### config.mk
export PLATFORM = sky130hd
export DESIGN_NAME = modular_exponentiation
export DESIGN_NICKNAME = d
export VERILOG_FILES = /design/src/sv/mexp_pkg.sv /design/src/sv/mexp_mulmod.sv /design/src/sv/modular_exponentiation.sv
export VERILOG_INCLUDE_DIRS = /design/src /design/src/sv
export SDC_FILE = /design/constraint.sdc
export NUM_CORES = 1
export LEC_CHECK = 0
export ABC_AREA = 1
export BUFFER_PORTS_ARGS = -buffer_cell sky130_fd_sc_hd__buf_4
export CAP_MARGIN = 20
export CORE_MARGIN = 4
export CORE_UTILIZATION = 50
export DETAILED_ROUTE_END_ITERATION = 8
export PLACE_DENSITY = 0.7
export SLEW_MARGIN = 0
export SYNTH_ARGS = -nofsm -noshare
export SYNTH_HDL_FRONTEND = slang
export SYNTH_SLANG_ARGS = --single-unit
### constraint.sdc
create_clock -name clk -period 5.5 [get_ports clk]
set_clock_uncertainty 0.15 [all_clocks]
set_input_delay 0.275 -clock clk [delete_from_list [all_inputs] [get_ports clk]]
set_output_delay 0.275 -clock clk [all_outputs]
set_load 0.03 [all_outputs]
### src/sv/modular_exponentiation_defines.svh
// ----------------------------------------------------------------------------
// Modular exponentiation assertion macros
// Shared property wrappers for the modular exponentiation RTL. Each macro
// is clocked on clk and disabled while rst is high.
// ----------------------------------------------------------------------------
`ifndef MODULAR_EXPONENTIATION_DEFINES_SVH
`define MODULAR_EXPONENTIATION_DEFINES_SVH

// Consequent must hold in the same cycle as the antecedent.
`define MEXP_ASSERT_SAME(label, ante, cons, msg) \
  label: assert property (@(posedge clk) disable iff (rst) (ante) |-> (cons)) \
    else $error(msg);

// Consequent must hold in the cycle after the antecedent.
`define MEXP_ASSERT_NEXT(label, ante, cons, msg) \
  label: assert property (@(posedge clk) disable iff (rst) (ante) |=> (cons)) \
    else $error(msg);

`endif

### src/sv/mexp_pkg.sv
// ----------------------------------------------------------------------------
// Modular exponentiation package
// Shared widths, register indexes and the status bundle of the shared
// modular multiplier.
// ----------------------------------------------------------------------------
`default_nettype none

package mexp_pkg;

  // Default modulus and base width.
  localparam int MODULUS_BITS_DEF = 31;

  // Exponent register width.
  localparam int EXP_BITS = 32;

  // Width of the configuration register index.
  localparam int CFG_INDEX_BITS = 1;

  // Configuration register indexes.
  typedef enum logic [CFG_INDEX_BITS-1:0] {
    REG_EXPONENT = 1'b0,
    REG_MODULUS  = 1'b1
  } cfg_reg_t;

  // Status of the shared modular multiplier.
  typedef struct packed {
    logic busy;
    logic done;
  } mul_status_t;

endpackage

`default_nettype wire

### src/sv/mexp_mulmod.sv
// ----------------------------------------------------------------------------
// Shared modular multiplier
// Interleaved shift-and-add modular multiplication, scanning the multiplier
// from its most significant bit, one bit per cycle. The multiplicand must
// already be below the modulus; the multiplier may hold any value.
// ----------------------------------------------------------------------------
`default_nettype none
`include "modular_exponentiation_defines.svh"

module mexp_mulmod #(
  parameter int W = mexp_pkg::MODULUS_BITS_DEF
) (
  input  wire logic                  clk,
  input  wire logic                  rst,
  input  wire logic                  start,
  input  wire logic [W-1:0]          x,
  input  wire logic [W-1:0]          y,
  input  wire logic [W-1:0]          m,
  output      logic [W-1:0]          product,
  output      mexp_pkg::mul_status_t status
);

  localparam int CW = $clog2(W);

  logic [W-1:0]  acc;
  logic [W-1:0]  xr;
  logic [W-1:0]  yr;
  logic [W-1:0]  mr;
  logic [CW-1:0] cnt;
  logic          busy;
  logic          done;

  logic [W+1:0]  sum;
  logic [W+1:0]  m1;
  logic [W+1:0]  m2;
  logic [W+1:0]  diff1;
  logic [W+1:0]  diff2;
  logic [W-1:0]  acc_next;

  // One step: double the partial product, add the multiplicand when the
  // current multiplier bit is set, then subtract the modulus up to twice.
  always_comb begin
    sum   = {1'b0, acc, 1'b0} + (yr[W-1] ? {2'b00, xr} : {(W+2){1'b0}});
    m1    = {2'b00, mr};
    m2    = {1'b0, mr, 1'b0};
    diff1 = sum - m1;
    diff2 = sum - m2;
    if (sum >= m2) begin
      acc_next = diff2[W-1:0];
    end else if (sum >= m1) begin
      acc_next = diff1[W-1:0];
    end else begin
      acc_next = sum[W-1:0];
    end
  end

  // Operand capture and step counter.
  always_ff @(posedge clk) begin
    if (rst) begin
      busy <= 1'b0;
      done <= 1'b0;
    end else begin
      if (start) begin
        acc  <= '0;
        xr   <= x;
        yr   <= y;
        mr   <= m;
        cnt  <= CW'(W - 1);
        busy <= 1'b1;
        done <= 1'b0;
      end else if (busy) begin
        acc  <= acc_next;
        yr   <= {yr[W-2:0], 1'b0};
        cnt  <= cnt - CW'(1);
        busy <= (cnt != '0);
        done <= (cnt == '0);
      end else begin
        done <= 1'b0;
      end
    end
  end

  assign product     = acc;
  assign status.busy = busy;
  assign status.done = done;

  // A new product is never started over one still in progress.
  `MEXP_ASSERT_SAME(a_no_start_when_busy, start, !busy, "multiplier started while busy")
  // A finished product is always fully reduced.
  `MEXP_ASSERT_SAME(a_product_reduced, done, acc < mr, "product not below modulus")
  // The last step always raises done in the following cycle.
  `MEXP_ASSERT_NEXT(a_done_after_last, busy && !start && cnt == '0, done && !busy,
                    "done missing after last step")

endmodule

`default_nettype wire

### src/sv/modular_exponentiation.sv
// Each word takes a reduction of the base and then, for each exponent bit up to the highest
// set one, a multiply when the bit is set and a squaring, the final squaring skipped; a
// modulus of zero skips all of them. A new base word is accepted only while the sequencer
// is idle. All products come from the single shared modular multiplier, one bit per cycle.
// Reset (rst, synchronous) clears the sequencer, empties the output and sets
// exponent to 0 and modulus to 1.
// ----------------------------------------------------------------------------
// Modular exponentiation
// Right-to-left square and multiply over a shared shift-and-add modular
// multiplier, with a configurable exponent and modulus.
// ----------------------------------------------------------------------------
`default_nettype none
`include "modular_exponentiation_defines.svh"

module modular_exponentiation #(
  parameter  int MODULUS_BITS = mexp_pkg::MODULUS_BITS_DEF,
  localparam int CfgWidth     = (MODULUS_BITS > mexp_pkg::EXP_BITS) ?
                                MODULUS_BITS : mexp_pkg::EXP_BITS
) (
  input  wire logic                                clk,
  input  wire logic                                rst,
  // Configuration write port.
  input  wire logic                                cfg_write,
  input  wire logic [mexp_pkg::CFG_INDEX_BITS-1:0] cfg_index,
  input  wire logic [CfgWidth-1:0]                 cfg_data,
  // Input channel.
  input  wire logic                                in_valid,
  output      logic                                in_stall,
  input  wire logic [MODULUS_BITS-1:0]             base_value,
  // Output channel.
  output      logic                                out_valid,
  input  wire logic                                out_stall,
  output      logic [MODULUS_BITS-1:0]             power_result
);

  typedef enum logic [2:0] {
    S_IDLE,
    S_REDUCE,
    S_NEXT,
    S_MULT,
    S_SQUARE,
    S_FINISH
  } state_t;

  state_t                          state;
  logic [mexp_pkg::EXP_BITS-1:0]   exponent;
  logic [MODULUS_BITS-1:0]         modulus;
  logic [mexp_pkg::EXP_BITS-1:0]   e_rem;
  logic [MODULUS_BITS-1:0]         acc;
  logic [MODULUS_BITS-1:0]         b;
  logic                            mul_start;
  logic                            mul_go;
  logic [MODULUS_BITS-1:0]         mul_x;
  logic [MODULUS_BITS-1:0]         mul_y;
  logic [MODULUS_BITS-1:0]         mul_product;
  mexp_pkg::mul_status_t           mul_status;
  logic [MODULUS_BITS-1:0]         one_mod;
  logic                            in_accept;
  logic                            out_free;
  logic                            out_load;

  // Configuration registers.
  always_ff @(posedge clk) begin
    if (rst) begin
      exponent <= '0;
      modulus  <= MODULUS_BITS'(1);
    end else if (cfg_write) begin
      unique case (mexp_pkg::cfg_reg_t'(cfg_index))
        mexp_pkg::REG_EXPONENT: exponent <= cfg_data[mexp_pkg::EXP_BITS-1:0];
        mexp_pkg::REG_MODULUS:  modulus  <= cfg_data[MODULUS_BITS-1:0];
        default: ;
      endcase
    end
  end

  // One reduced modulo the modulus, which is zero for a modulus of one.
  assign one_mod   = (modulus == MODULUS_BITS'(1)) ? '0 : MODULUS_BITS'(1);
  assign in_stall  = (state != S_IDLE);
  assign in_accept = in_valid && !in_stall;
  assign out_free  = !out_valid || !out_stall;
  assign out_load  = (state == S_FINISH) && out_free;

  // A product is launched whenever the sequencer moves into a multiply step.
  always_comb begin
    unique case (state)
      S_IDLE:  mul_go = in_accept && (modulus != '0);
      S_NEXT:  mul_go = (e_rem != '0);
      S_MULT:  mul_go = mul_status.done && (e_rem[mexp_pkg::EXP_BITS-1:1] != '0);
      default: mul_go = 1'b0;
    endcase
  end

  // Shared modular multiplier.
  mexp_mulmod #(
    .W (MODULUS_BITS)
  ) u_mulmod (
    .clk     (clk),
    .rst     (rst),
    .start   (mul_start),
    .x       (mul_x),
    .y       (mul_y),
    .m       (modulus),
    .product (mul_product),
    .status  (mul_status)
  );

  // Sequencer and output word register.
  always_ff @(posedge clk) begin
    if (rst) begin
      state     <= S_IDLE;
      mul_start <= 1'b0;
      out_valid <= 1'b0;
    end else begin
      mul_start <= mul_go;
      if (out_load) begin
        out_valid <= 1'b1;
      end else if (!out_stall) begin
        out_valid <= 1'b0;
      end
      unique case (state)
        S_IDLE: begin
          if (in_accept) begin
            e_rem <= exponent;
            if (modulus == '0) begin
              acc   <= '0;
              state <= S_FINISH;
            end else begin
              acc   <= one_mod;
              // Reduce the base as one_mod * base.
              mul_x <= one_mod;
              mul_y <= base_value;
              state <= S_REDUCE;
            end
          end
        end
        S_REDUCE: begin
          if (mul_status.done) begin
            b     <= mul_product;
            state <= S_NEXT;
          end
        end
        S_NEXT: begin
          if (e_rem == '0) begin
            state <= S_FINISH;
          end else if (e_rem[0]) begin
            mul_x <= acc;
            mul_y <= b;
            state <= S_MULT;
          end else begin
            mul_x <= b;
            mul_y <= b;
            state <= S_SQUARE;
          end
        end
        S_MULT: begin
          if (mul_status.done) begin
            acc <= mul_product;
            // Skip the final squaring when no exponent bits remain.
            if (e_rem[mexp_pkg::EXP_BITS-1:1] == '0) begin
              state <= S_FINISH;
            end else begin
              mul_x <= b;
              mul_y <= b;
              state <= S_SQUARE;
            end
          end
        end
        S_SQUARE: begin
          if (mul_status.done) begin
            b     <= mul_product;
            e_rem <= {1'b0, e_rem[mexp_pkg::EXP_BITS-1:1]};
            state <= S_NEXT;
          end
        end
        S_FINISH: begin
          if (out_free) begin
            power_result <= acc;
            state        <= S_IDLE;
          end
        end
        default: state <= S_IDLE;
      endcase
    end
  end

  // Multiplier results only arrive while the sequencer waits for them.
  `MEXP_ASSERT_SAME(a_done_when_waiting, mul_status.done,
                    state == S_REDUCE || state == S_MULT || state == S_SQUARE,
                    "multiplier result with no product pending")
  // Every delivered word is reduced below a nonzero modulus, or zero.
  `MEXP_ASSERT_SAME(a_result_range, $rose(out_valid),
                    (modulus == '0) ? (power_result == '0) : (power_result < modulus),
                    "result out of range")
  // A word is only loaded from the finish state.
  `MEXP_ASSERT_NEXT(a_load_from_finish, state == S_FINISH && out_free,
                    out_valid && state == S_IDLE, "finished word not loaded")

endmodule

`default_nettype wire
### After elaboration in Yosys (flattened, before gate mapping)

Index checks and enable logic that the tools add are counted.

| storage, ports and cells | value |
|---|---|
| register bits after elaboration | 386 |
| latch bits | 0 |
| RAM bits | 0 |
| memory bits (read-only) | 0 |
| bits of input ports | 69 |
| output and inout port bits | 33 |
| logic and storage cells | 116 |
| memories kept | 0 |

| operators by class | value |
|---|---|
| $add $sub $neg | 4 |
| multipliers | 0 |
| div/mod/pow operators | 0 |
| order comparisons | 2 |
| equal/unequal tests | 15 |
| shift-type cells | 0 |
| mux-type cells | 40 |
| bitwise operators | 3 |
| reductions and logical operators | 34 |

Operators with widths:

| operator | count |
|---|---|
| two-way mux 31 bit | 17 |
| case mux 31 bit (3 select lines) | 2 |
| two-way mux 32 bit | 2 |
| case mux 32 bit (2 select lines) | 1 |
| zero test 31 bit | 2 |
| case mux 31 bit (2 select lines) | 1 |
| nonzero test 31 bit | 2 |
| subtractor 31 bit | 2 |
| adder 32 x 31 -> 33 bit | 1 |
| >= comparator 33 x 31 -> 1 bit | 1 |
| >= comparator 33 x 32 -> 1 bit | 1 |
| zero test 32 bit | 1 |
| nonzero test 32 bit | 1 |
| == test 31 x 1 -> 1 bit (second input constant) | 1 |
| two-way mux 3 bit | 7 |
| case mux 3 bit (5 select lines) | 1 |
| AND reduction 4 bit | 3 |
| inequality test 2 bit (second input constant) | 5 |
| inequality test 2 x 1 -> 1 bit (second input constant) | 4 |
| AND reduction 2 bit | 4 |
| two-way mux 1 bit | 7 |
| AND reduction 7 bit | 1 |
| == test 3 x 2 -> 1 bit (second input constant) | 2 |
| == test 3 bit (second input constant) | 2 |
| other kinds (16) | 27 |

### Logic depth before layout (Yosys ltp)

Gate-level depths: netlist (run 1).

| depth | value |
|---|---|
| depth in word-level cells | 6 |
| mapped depth | 32 |
| mapped depth without buffers | 29 |

### By module

From an unflattened synthesis (run 1), not the netlist that was laid out.

| second synthesis, totals | value |
|---|---|
| cells, all modules | 2,614 |
| area total of the unflattened synthesis | 21,569.4 um^2 |

By module, submodules not included:

| module | times used | cells each | area an instance (um^2) | sequential area each (um^2) |
|---|---|---|---|---|
| mexp_mulmod | 1 | 1,614 | 11,512.3 | 3,913.8 |
| modular_exponentiation | 1 | 1,000 | 10,057.1 | 6,976.7 |

### Least setup slack after synthesis (run 1)

Ideal clock, no wire load.

| timing path | value |
|---|---|
| path kind | input to register |
| start | in rst |
| end | reg u_mulmod.cnt[0] (enable) |
| library setup time | 0.584 ns |
| data arrival time | 5.193 ns |
| required time | 4.766 ns |
| setup slack | -0.427 ns |
| cell stages on the path | 2 |
| cells stage by stage | clkbuf_1 > o21ai_0 |

| between the ends | value |
|---|---|
| word-level cells in the longest chain between the ends | 2 |

Ends and longest elaborated chain:

| what | line | RTL |
|---|---|---|
| start: declaration | modular_exponentiation.sv:21 | `input wire logic rst,` |
| NOT 1 bit (no source line) | -- |  |
| AND reduction 2 bit (no source line) | -- |  |
| end signal: assignment | mexp_mulmod.sv:68 | `cnt <= CW'(W - 1);` |
| end signal: assignment | mexp_mulmod.sv:74 | `cnt <= cnt - CW'(1);` |
| end: declaration | mexp_mulmod.sv:29 | `logic [CW-1:0] cnt;` |

Every way passes these cells.
A chain may end at the register's enable or synchronous reset.

### Final worst setup path (run 1)

| timing path | value |
|---|---|
| start | reg u_mulmod.yr[30] |
| end | reg u_mulmod.acc[25] (netlist: u_mulmod.product[25]) (data pin) |

| between the ends | value |
|---|---|
| word-level cells in the longest chain between the ends | 6 |
| elaborated cells between the ends (all ways) | 9 |

Ends and longest elaborated chain:

| what | line | RTL |
|---|---|---|
| start: declaration | mexp_mulmod.sv:27 | `logic [W-1:0] yr;` |
| start signal: assignment | mexp_mulmod.sv:66 | `yr <= y;` |
| start signal: assignment | mexp_mulmod.sv:73 | `yr <= {yr[W-2:0], 1'b0};` |
| two-way mux 31 bit * | mexp_mulmod.sv:43 | `sum = {1'b0, acc, 1'b0} + (yr[W-1] ? {2'b00, xr} : {(W+2){1'b0}});` |
| adder 32 x 31 -> 33 bit * | mexp_mulmod.sv:43 |  |
| subtractor 31 bit / >= comparator 33 x 31 -> 1 bit (equally long branches) | mexp_mulmod.sv:46, mexp_mulmod.sv:50 |  |
| two-way mux 31 bit | mexp_mulmod.sv:50 | `end else if (sum >= m1) begin` |
| two-way mux 31 bit * | mexp_mulmod.sv:48 | `if (sum >= m2) begin` |
| two-way mux 31 bit * | mexp_mulmod.sv:71 | `end else if (busy) begin` |
| end signal: assignment | mexp_mulmod.sv:72 | `acc <= acc_next;` |
| end: declaration | mexp_mulmod.sv:25 | `logic [W-1:0] acc;` |

Every way passes the cells marked *; elsewhere a longest branch is shown, timed or not. The select of a mux whose other input is x is not followed.

==> results by group, run 1 <==
Clocking
  • Root buffer cell: clkbuf_16
  • Max Root-Sink Buffers: 3
  • Worst-Skew Late Latency: roughly 550 ps
  • Hold buffer count at CTS: 65
  • CTS Sinks: ~390
  • Setup bufs post-CTS: 0
  • Reg clk slew, reported paths: 60 ps
  • CTS buffer count: 40
  • CTS tree: done
  • CTS HTree Levels: 2
  • CTS resizes: 0

Synth
  • Yosys Warn Count: 0
  • Top_reg_cell synth: edfxtp_1
  • Synth Cell Area: 21000 um^2
  • Top post-synthesis cells by area: edfxtp_1 (45%), nand2_1 (11%), dfxtp_1 (6.7%)
  • Syn avg cell area: 8.49 um^2
  • Number of distinct library cells after synthesis: 52
  • Synth async-reset ratio: 0
  • Dominant cell type by area after synthesis: edfxtp_1
  • Syn nets: 2633
  • Post-synthesis sequential area ratio: 0.519
  • Synth Register Bits: a little under 400
  • Number of flops mapped to enable cells by yosys: about 320
  • Share of the synthesized area in the top cell type: 0.453
  • Syn Inst Count: between 2k and 2.5k

Setup path
  • Critical path arrival: slightly above 5000 ps
  • WP data required: 5610 ps
  • CP startpoint kind: flop
  • Critical Path End Type: flop
  • Crit path max fanout: 30
  • Setup CP Type: reg -> reg

Timing
  • Period utilisation layout: 0.919
  • Min Tclk post-route: 5060 ps
  • Unrepaired setup endpoints after global routing: no
  • Final-report hold violation count: 0
  • Final setup fails: 0
  • Tightest Pin Transition: 1090 ps
  • Fmax: 198 MHz
  • Slew margin rel.: 0.273
  • Total negative slack: 0 ps
  • Slew Limit Fails: 0

Detailed routing
  • Met2 wire length: 27300 um
  • Remaining DRCs: 0
  • Routed WL: 58700 um
  • Post-route ant nets: 0
  • Top layer in use: met4
  • Via Count: 17.2k
  • Wire length on met1: 25800 um
  • Drt first pass iters: 6
  • Vias per std cell: 5.34
  • Drt initial violations: 1614
  • WL met3: 3440 um
  • Drt wl/cell: between 15 and 20 um

Layout
  • Nets: around 2.8k
  • Fillers: 3613
  • Layout cells sized above 1: 0.0903
  • Area Overhead vs Synth: 16.8%
  • Diode count: 0

Floorplanning
  • Core area: a little over 40000 um^2
  • Die Y: 213 um
  • Initial Util: 0.510
  • Num ports: 102
  • Rows: 74
  • Die area: 45300 um^2
  • Die width: 213 um

Place
  • Routability congestion estimate: 0.959
  • Hpwl dp: about 45000 um
  • # port buffers: around 100

Global route
  • Initial antenna violation count: 0
  • Number of global-route vias before repair: 17.1k
  • Largest net degree at the start of global routing: 68
  • All-Layer GR Usage: 0.260
  • First-pass GRT wire length: 91900 um
  • Gr ovfl total: 0

Outcome
  • Outcome: finished, final reports clean

Flow run
  • # Max-Cap Violations: 0

Hold path
  • Worst Hold Class: in -> reg
==> worst paths after layout <==
path,from,end,slack (ps),cells past startpoint
hold / removal,in_valid,state[2]$_SDFFE_PP0P_,150,5
setup reg to reg,u_mulmod.yr[30]$_DFFE_PP_,u_mulmod.product[25]$_SDFFCE_PP0P_,440,24
setup / recovery,u_mulmod.yr[30]$_DFFE_PP_,u_mulmod.product[25]$_SDFFCE_PP0P_,440,24
hold reg to reg,mul_x[18]$_DFFE_PP_,u_mulmod.xr[18]$_DFFE_PP_,260,0
==> flip-flops by register name (all words and copies together) (netlist names) <==
register and flops:
u_mulmod.done 1, power_result 31, u_mulmod.yr 31, state 3
u_mulmod.busy 1, u_mulmod.product 31, acc 31, e_rem 32
exponent 32, b 31, u_mulmod.mr 31, u_mulmod.xr 31
u_mulmod.cnt 5, modulus 31, mul_y 31, out_valid 1
mul_x 31, mul_start 1
==> worst max-delay path, cell delays in order, from the launching register on <==
cell and delay [ps]:
edfxtp_1 360, buf_4 230, nand2_1 100, inv_1 50, ha_1 360, nand2_1 130
nor2_1 350, nand3_1 110, o21ai_0 190, buf_4 180, xor2_1 420, ha_1 370
nand2_1 90, nand2_1 70, a21oi_1 220, nand2_1 110, nand2_1 70, nand3_1 140
nand2_1 140, nand2_1 60, nand2_1 120, buf_4 360, nand3_1 140, nand3_1 110
a21oi_1 70
==> per-layer routing <==
layer,global-route usage,vias up
met5,0,-
met4,0.0880,0
met3,0.0406,100
met2,0.435,562
met1,0.348,8004
li1,-,8487
==> cells in the mapped netlist (23+ instances only) <==
| cell | n |
|---|---|
| nand2_1 | 617 |
| ha_1 | 93 |
| edfxtp_1 | 316 |
| inv_1 | 335 |
| a21oi_1 | 147 |
| nand3_1 | 118 |
| clkbuf_1 | 52 |
| xor2_1 | 48 |
| nor2_1 | 292 |
| nor3_1 | 23 |
| o21ai_0 | 195 |
| dfxtp_1 | 70 |
==> cell usage in the layout (no fill, tap or decap), types with 4 or more instances in the layout <==
cell / synthesis / final
a21o_1: 7 / 7
a21oi_1: 147 / 146
and3_1: 4 / 4
buf_12: 0 / 4
buf_4: 5 / 139
clkbuf_1: 52 / 6
clkbuf_16: 0 / 42
clkbuf_8: 0 / 7
clkinv_1: 1 / 4
clkinv_2: 0 / 7
dfxtp_1: 70 / 69
dlygate4sd3_1: 0 / 65
edfxtp_1: 316 / 316
ha_1: 93 / 93
inv_1: 335 / 335
inv_2: 7 / 7
nand2_1: 617 / 617
nand2_2: 5 / 5
nand3_1: 118 / 118
nand3b_1: 10 / 10
nand4_1: 22 / 22
nor2_1: 292 / 287
nor2_2: 4 / 6
nor2_4: 1 / 4
nor3_1: 23 / 23
nor4_1: 8 / 8
o21ai_0: 195 / 194
o21ai_1: 4 / 4
o21bai_1: 19 / 19
xnor2_1: 19 / 19
xor2_1: 48 / 48
==> cell type report <==
| cell class | instances | area [um^2] | area share |
|---|---|---|---|
| Clock inverter | 19 | 169 | 0.00690 |
| Timing Repair Buffer | 209 | 1800 | 0.0736 |
| Multi-Input combinational cell | 1669 | 8510 | 0.347 |
| Sequential cell | 386 | 10900 | 0.445 |
| Inverter | 343 | 1290 | 0.0526 |
| Tap cell | 532 | 666 | 0.0272 |
| Clock buffer | 55 | 1170 | 0.0478 |
==> logic make-up after synthesis <==
group	count (synthesis)	share of synthesized area
DFF	386	0.519
and+or+nand+nor	1113	0.217
buffers and inverters	413	0.0769
AOI/OAI and AO/OA	393	0.100
adders and majority gates	96	0.0584
xor gates and xnor gates	67	0.0280
==> through the flow <==
step / cells / util / hold slack (ps) / worst slack, ps / cell area [um^2]
4_1_cts: 3211 / 0.595 / 116 / 501 / 24400
6_report: 3213 / 0.596 / 149 / 445 / 24500
5_1_grt: 3213 / 0.596 / 171 / 57.2 / 24500
3_3_place_gp: 3072 / 0.546 / 253 / 561 / 22500
3_5_place_dp: 3072 / 0.546 / 256 / 524 / 22500
2_1_floorplan: 2468 / - / 238 / 1090 / 21000
Power of run 1 is not shown: default switching activity piles up to over one toggle a cycle in this logic, so the estimate is an artifact.
==> inputs of run 2 (changes only) <==
--- a/config.mk
+++ b/config.mk
@@ -12,6 +12,7 @@
 export CORE_MARGIN = 4
 export CORE_UTILIZATION = 50
 export DETAILED_ROUTE_END_ITERATION = 8
+export HOLD_SLACK_MARGIN = 0.15
 export PLACE_DENSITY = 0.7
 export SLEW_MARGIN = 0
 export SYNTH_ARGS = -nofsm -noshare
==> run 2 against run 1 <==
Worst setup slack improved by 2.1 ps. Fmax about the same. Non-clock buffer count increased by 5. Utilization increased by 0.12 points.
==> results by group, run 2 (synthesis results as in run 1) <==
Layout
  • Biggest regs: e_rem (32), exponent (32)
  • Nets: 2819 (+0.18%)
  • Commonest non-fill, non-tap cells in the layout: nand2_1 (617), inv_1 (335), edfxtp_1 (316)
  • Commonest non-fill, non-tap cell in the layout: nand2_1
  • Area Overhead vs Synth: 17.1%
  • Layout cells sized above 1: 0.0901 (-0.000168)
  • Diode count: 0 (unchanged)

Place
  • Dpl ws: 524 ps (unchanged)
  • Routability congestion estimate: 0.959 (unchanged)
  • # port buffers: 101 (unchanged)
  • Hpwl dp: 44500 um (unchanged)

Clocking
  • Worst-Skew Late Latency: 560 ps (about the same)
  • CTS tree: done
  • Root buffer cell: clkbuf_16
  • CTS buffer count: 40 (unchanged)
  • Max Root-Sink Buffers: 3 (unchanged)
  • CTS Sinks: 386 (unchanged)
  • Setup bufs post-CTS: 0 (unchanged)
  • CTS HTree Levels: 2 (unchanged)
  • CTS resizes: 0 (unchanged)
  • Reg clk slew, reported paths: 60 ps (about the same)

Setup path
  • Critical path arrival: 5170 ps (about the same)
  • Setup CP Type: reg -> reg
  • CP startpoint kind: flop
  • Crit path max fanout: 30 (unchanged)
  • WP data required: 5610 ps (about the same)
  • Critical Path End Type: flop
  • Reg2reg setup slack: 450 ps (about the same)

Detailed routing
  • Routed WL: 58900 um (+0.33%)
  • Drt initial violations: 1508 (-6.6%)
  • Drt wl/cell: 18.3 um (+0.18%)
  • Vias per std cell: 5.33 (-0.18%)
  • Post-route ant nets: 0 (unchanged)
  • Remaining DRCs: 0 (unchanged)
  • Drt first pass iters: 5 (-1)
  • Via Count: 17.1k (-0.023%)

Floorplanning
  • Num ports: 102 (unchanged)
  • Die width: 213 um (unchanged)
  • Die area: 45300 um^2 (unchanged)
  • Die Y: 213 um (unchanged)
  • Initial Util: 0.510 (unchanged)
  • Core area: 41100 um^2 (unchanged)
  • Rows: 74 (unchanged)

Flow run
  • # Max-Cap Violations: 0 (unchanged)

Timing
  • Unrepaired setup endpoints after global routing: no
  • Post-route setup slack: 447 ps (+2.13 ps)
  • Period utilisation layout: 0.919 (about the same)
  • Slew margin rel.: 0.293 (+0.0203)
  • Min Tclk post-route: 5050 ps (-2.13 ps)
  • Final-report hold violation count: 0 (unchanged)
  • Final setup fails: 0 (unchanged)
  • Total negative slack: 0 ps (unchanged)
  • Tightest Pin Transition: 1060 ps (-30.4 ps)
  • Slew Limit Fails: 0 (unchanged)
  • Fmax: 198 MHz (about the same)
  • Hold Worst Slack: 177 ps (+28.4 ps)

Outcome
  • Outcome: finished, final reports clean

Global route
  • First-pass GRT wire length: 92100 um (+0.19%)
  • Gr ovfl total: 0 (unchanged)
  • Initial antenna violation count: 0 (unchanged)
  • Number of global-route vias before repair: 17.1k (+0.18%)
  • All-Layer GR Usage: 0.261 (+0.000599)
  • Largest net degree at the start of global routing: 68 (unchanged)

Hold path
  • Worst Hold Class: in -> reg
run 2: cell types whose count changed in the layout (fill, tap and decap cells not counted), sizes merged:
cell         change
dlygate4sd3      +5
run 2: per-layer routing:
layer  vias to the layer above  global-route usage  part of all wire  routed length (um)
met4                         0              0.0895             0.037                2160
met3                       107              0.0406             0.058                3430
met2                       546               0.436              0.47               27400
li1                       8498                   -                 -                   -
met1                      7998               0.349              0.44               25800
met5                         -                   0                 0                   0
run 2: worst max-delay path: stages, from the launching register on:
cell and delay, ps:
edfxtp_1 360, buf_4 230, nand2_1 100, inv_1 50
ha_1 360, nand2_1 130, nor2_1 350, nand3_1 110
o21ai_0 190, buf_4 180, xor2_1 430, ha_1 370
nand2_1 90, nand2_1 70, a21oi_1 220, nand2_1 110
nand2_1 70, nand3_1 140, nand2_1 140, nand2_1 70
nand2_1 120, buf_4 360, nand3_1 130, nand3_1 110
a21oi_1 70
run 2: worst paths after layout:
path	end	from	depth (start not counted)
max	u_mulmod.product[23]$_SDFFCE_PP0P_	u_mulmod.yr[30]$_DFFE_PP_	24
min	mul_start$_SDFF_PP0_	in_valid	4
max reg2reg	u_mulmod.product[23]$_SDFFCE_PP0P_	u_mulmod.yr[30]$_DFFE_PP_	24
min reg2reg	u_mulmod.xr[18]$_DFFE_PP_	mul_x[18]$_DFFE_PP_	0
run 2: repair_timing:
action,4_1_cts,5_1_grt
setup endpoints to repair,0,0
hold endpoints to repair,100,0
hold buffers,70,0
run 2: area by class of cell:
type | instances | area (um^2)
fill | 3607 | 16600
multi-input combinational | 1669 | 8510
sequential | 386 | 10900
inverter | 343 | 1290
timing repair buffer | 214 | 1850
clock buffer | 55 | 1170
tap | 532 | 666
clock inverter | 19 | 169
run 2: per-stage QoR:
| step | instances | instance area (um^2) | utilization |
|---|---|---|---|
| after floorplan | 2468 | 21000 | - |
| after global placement | 3072 | 22500 | 0.546 |
| after detailed placement | 3072 | 22500 | 0.546 |
| after CTS | 3216 | 24500 | 0.596 |
| after global routing | 3218 | 24500 | 0.597 |
| final | 3218 | 24500 | 0.597 |
Power of run 2 is left out for the same reason.
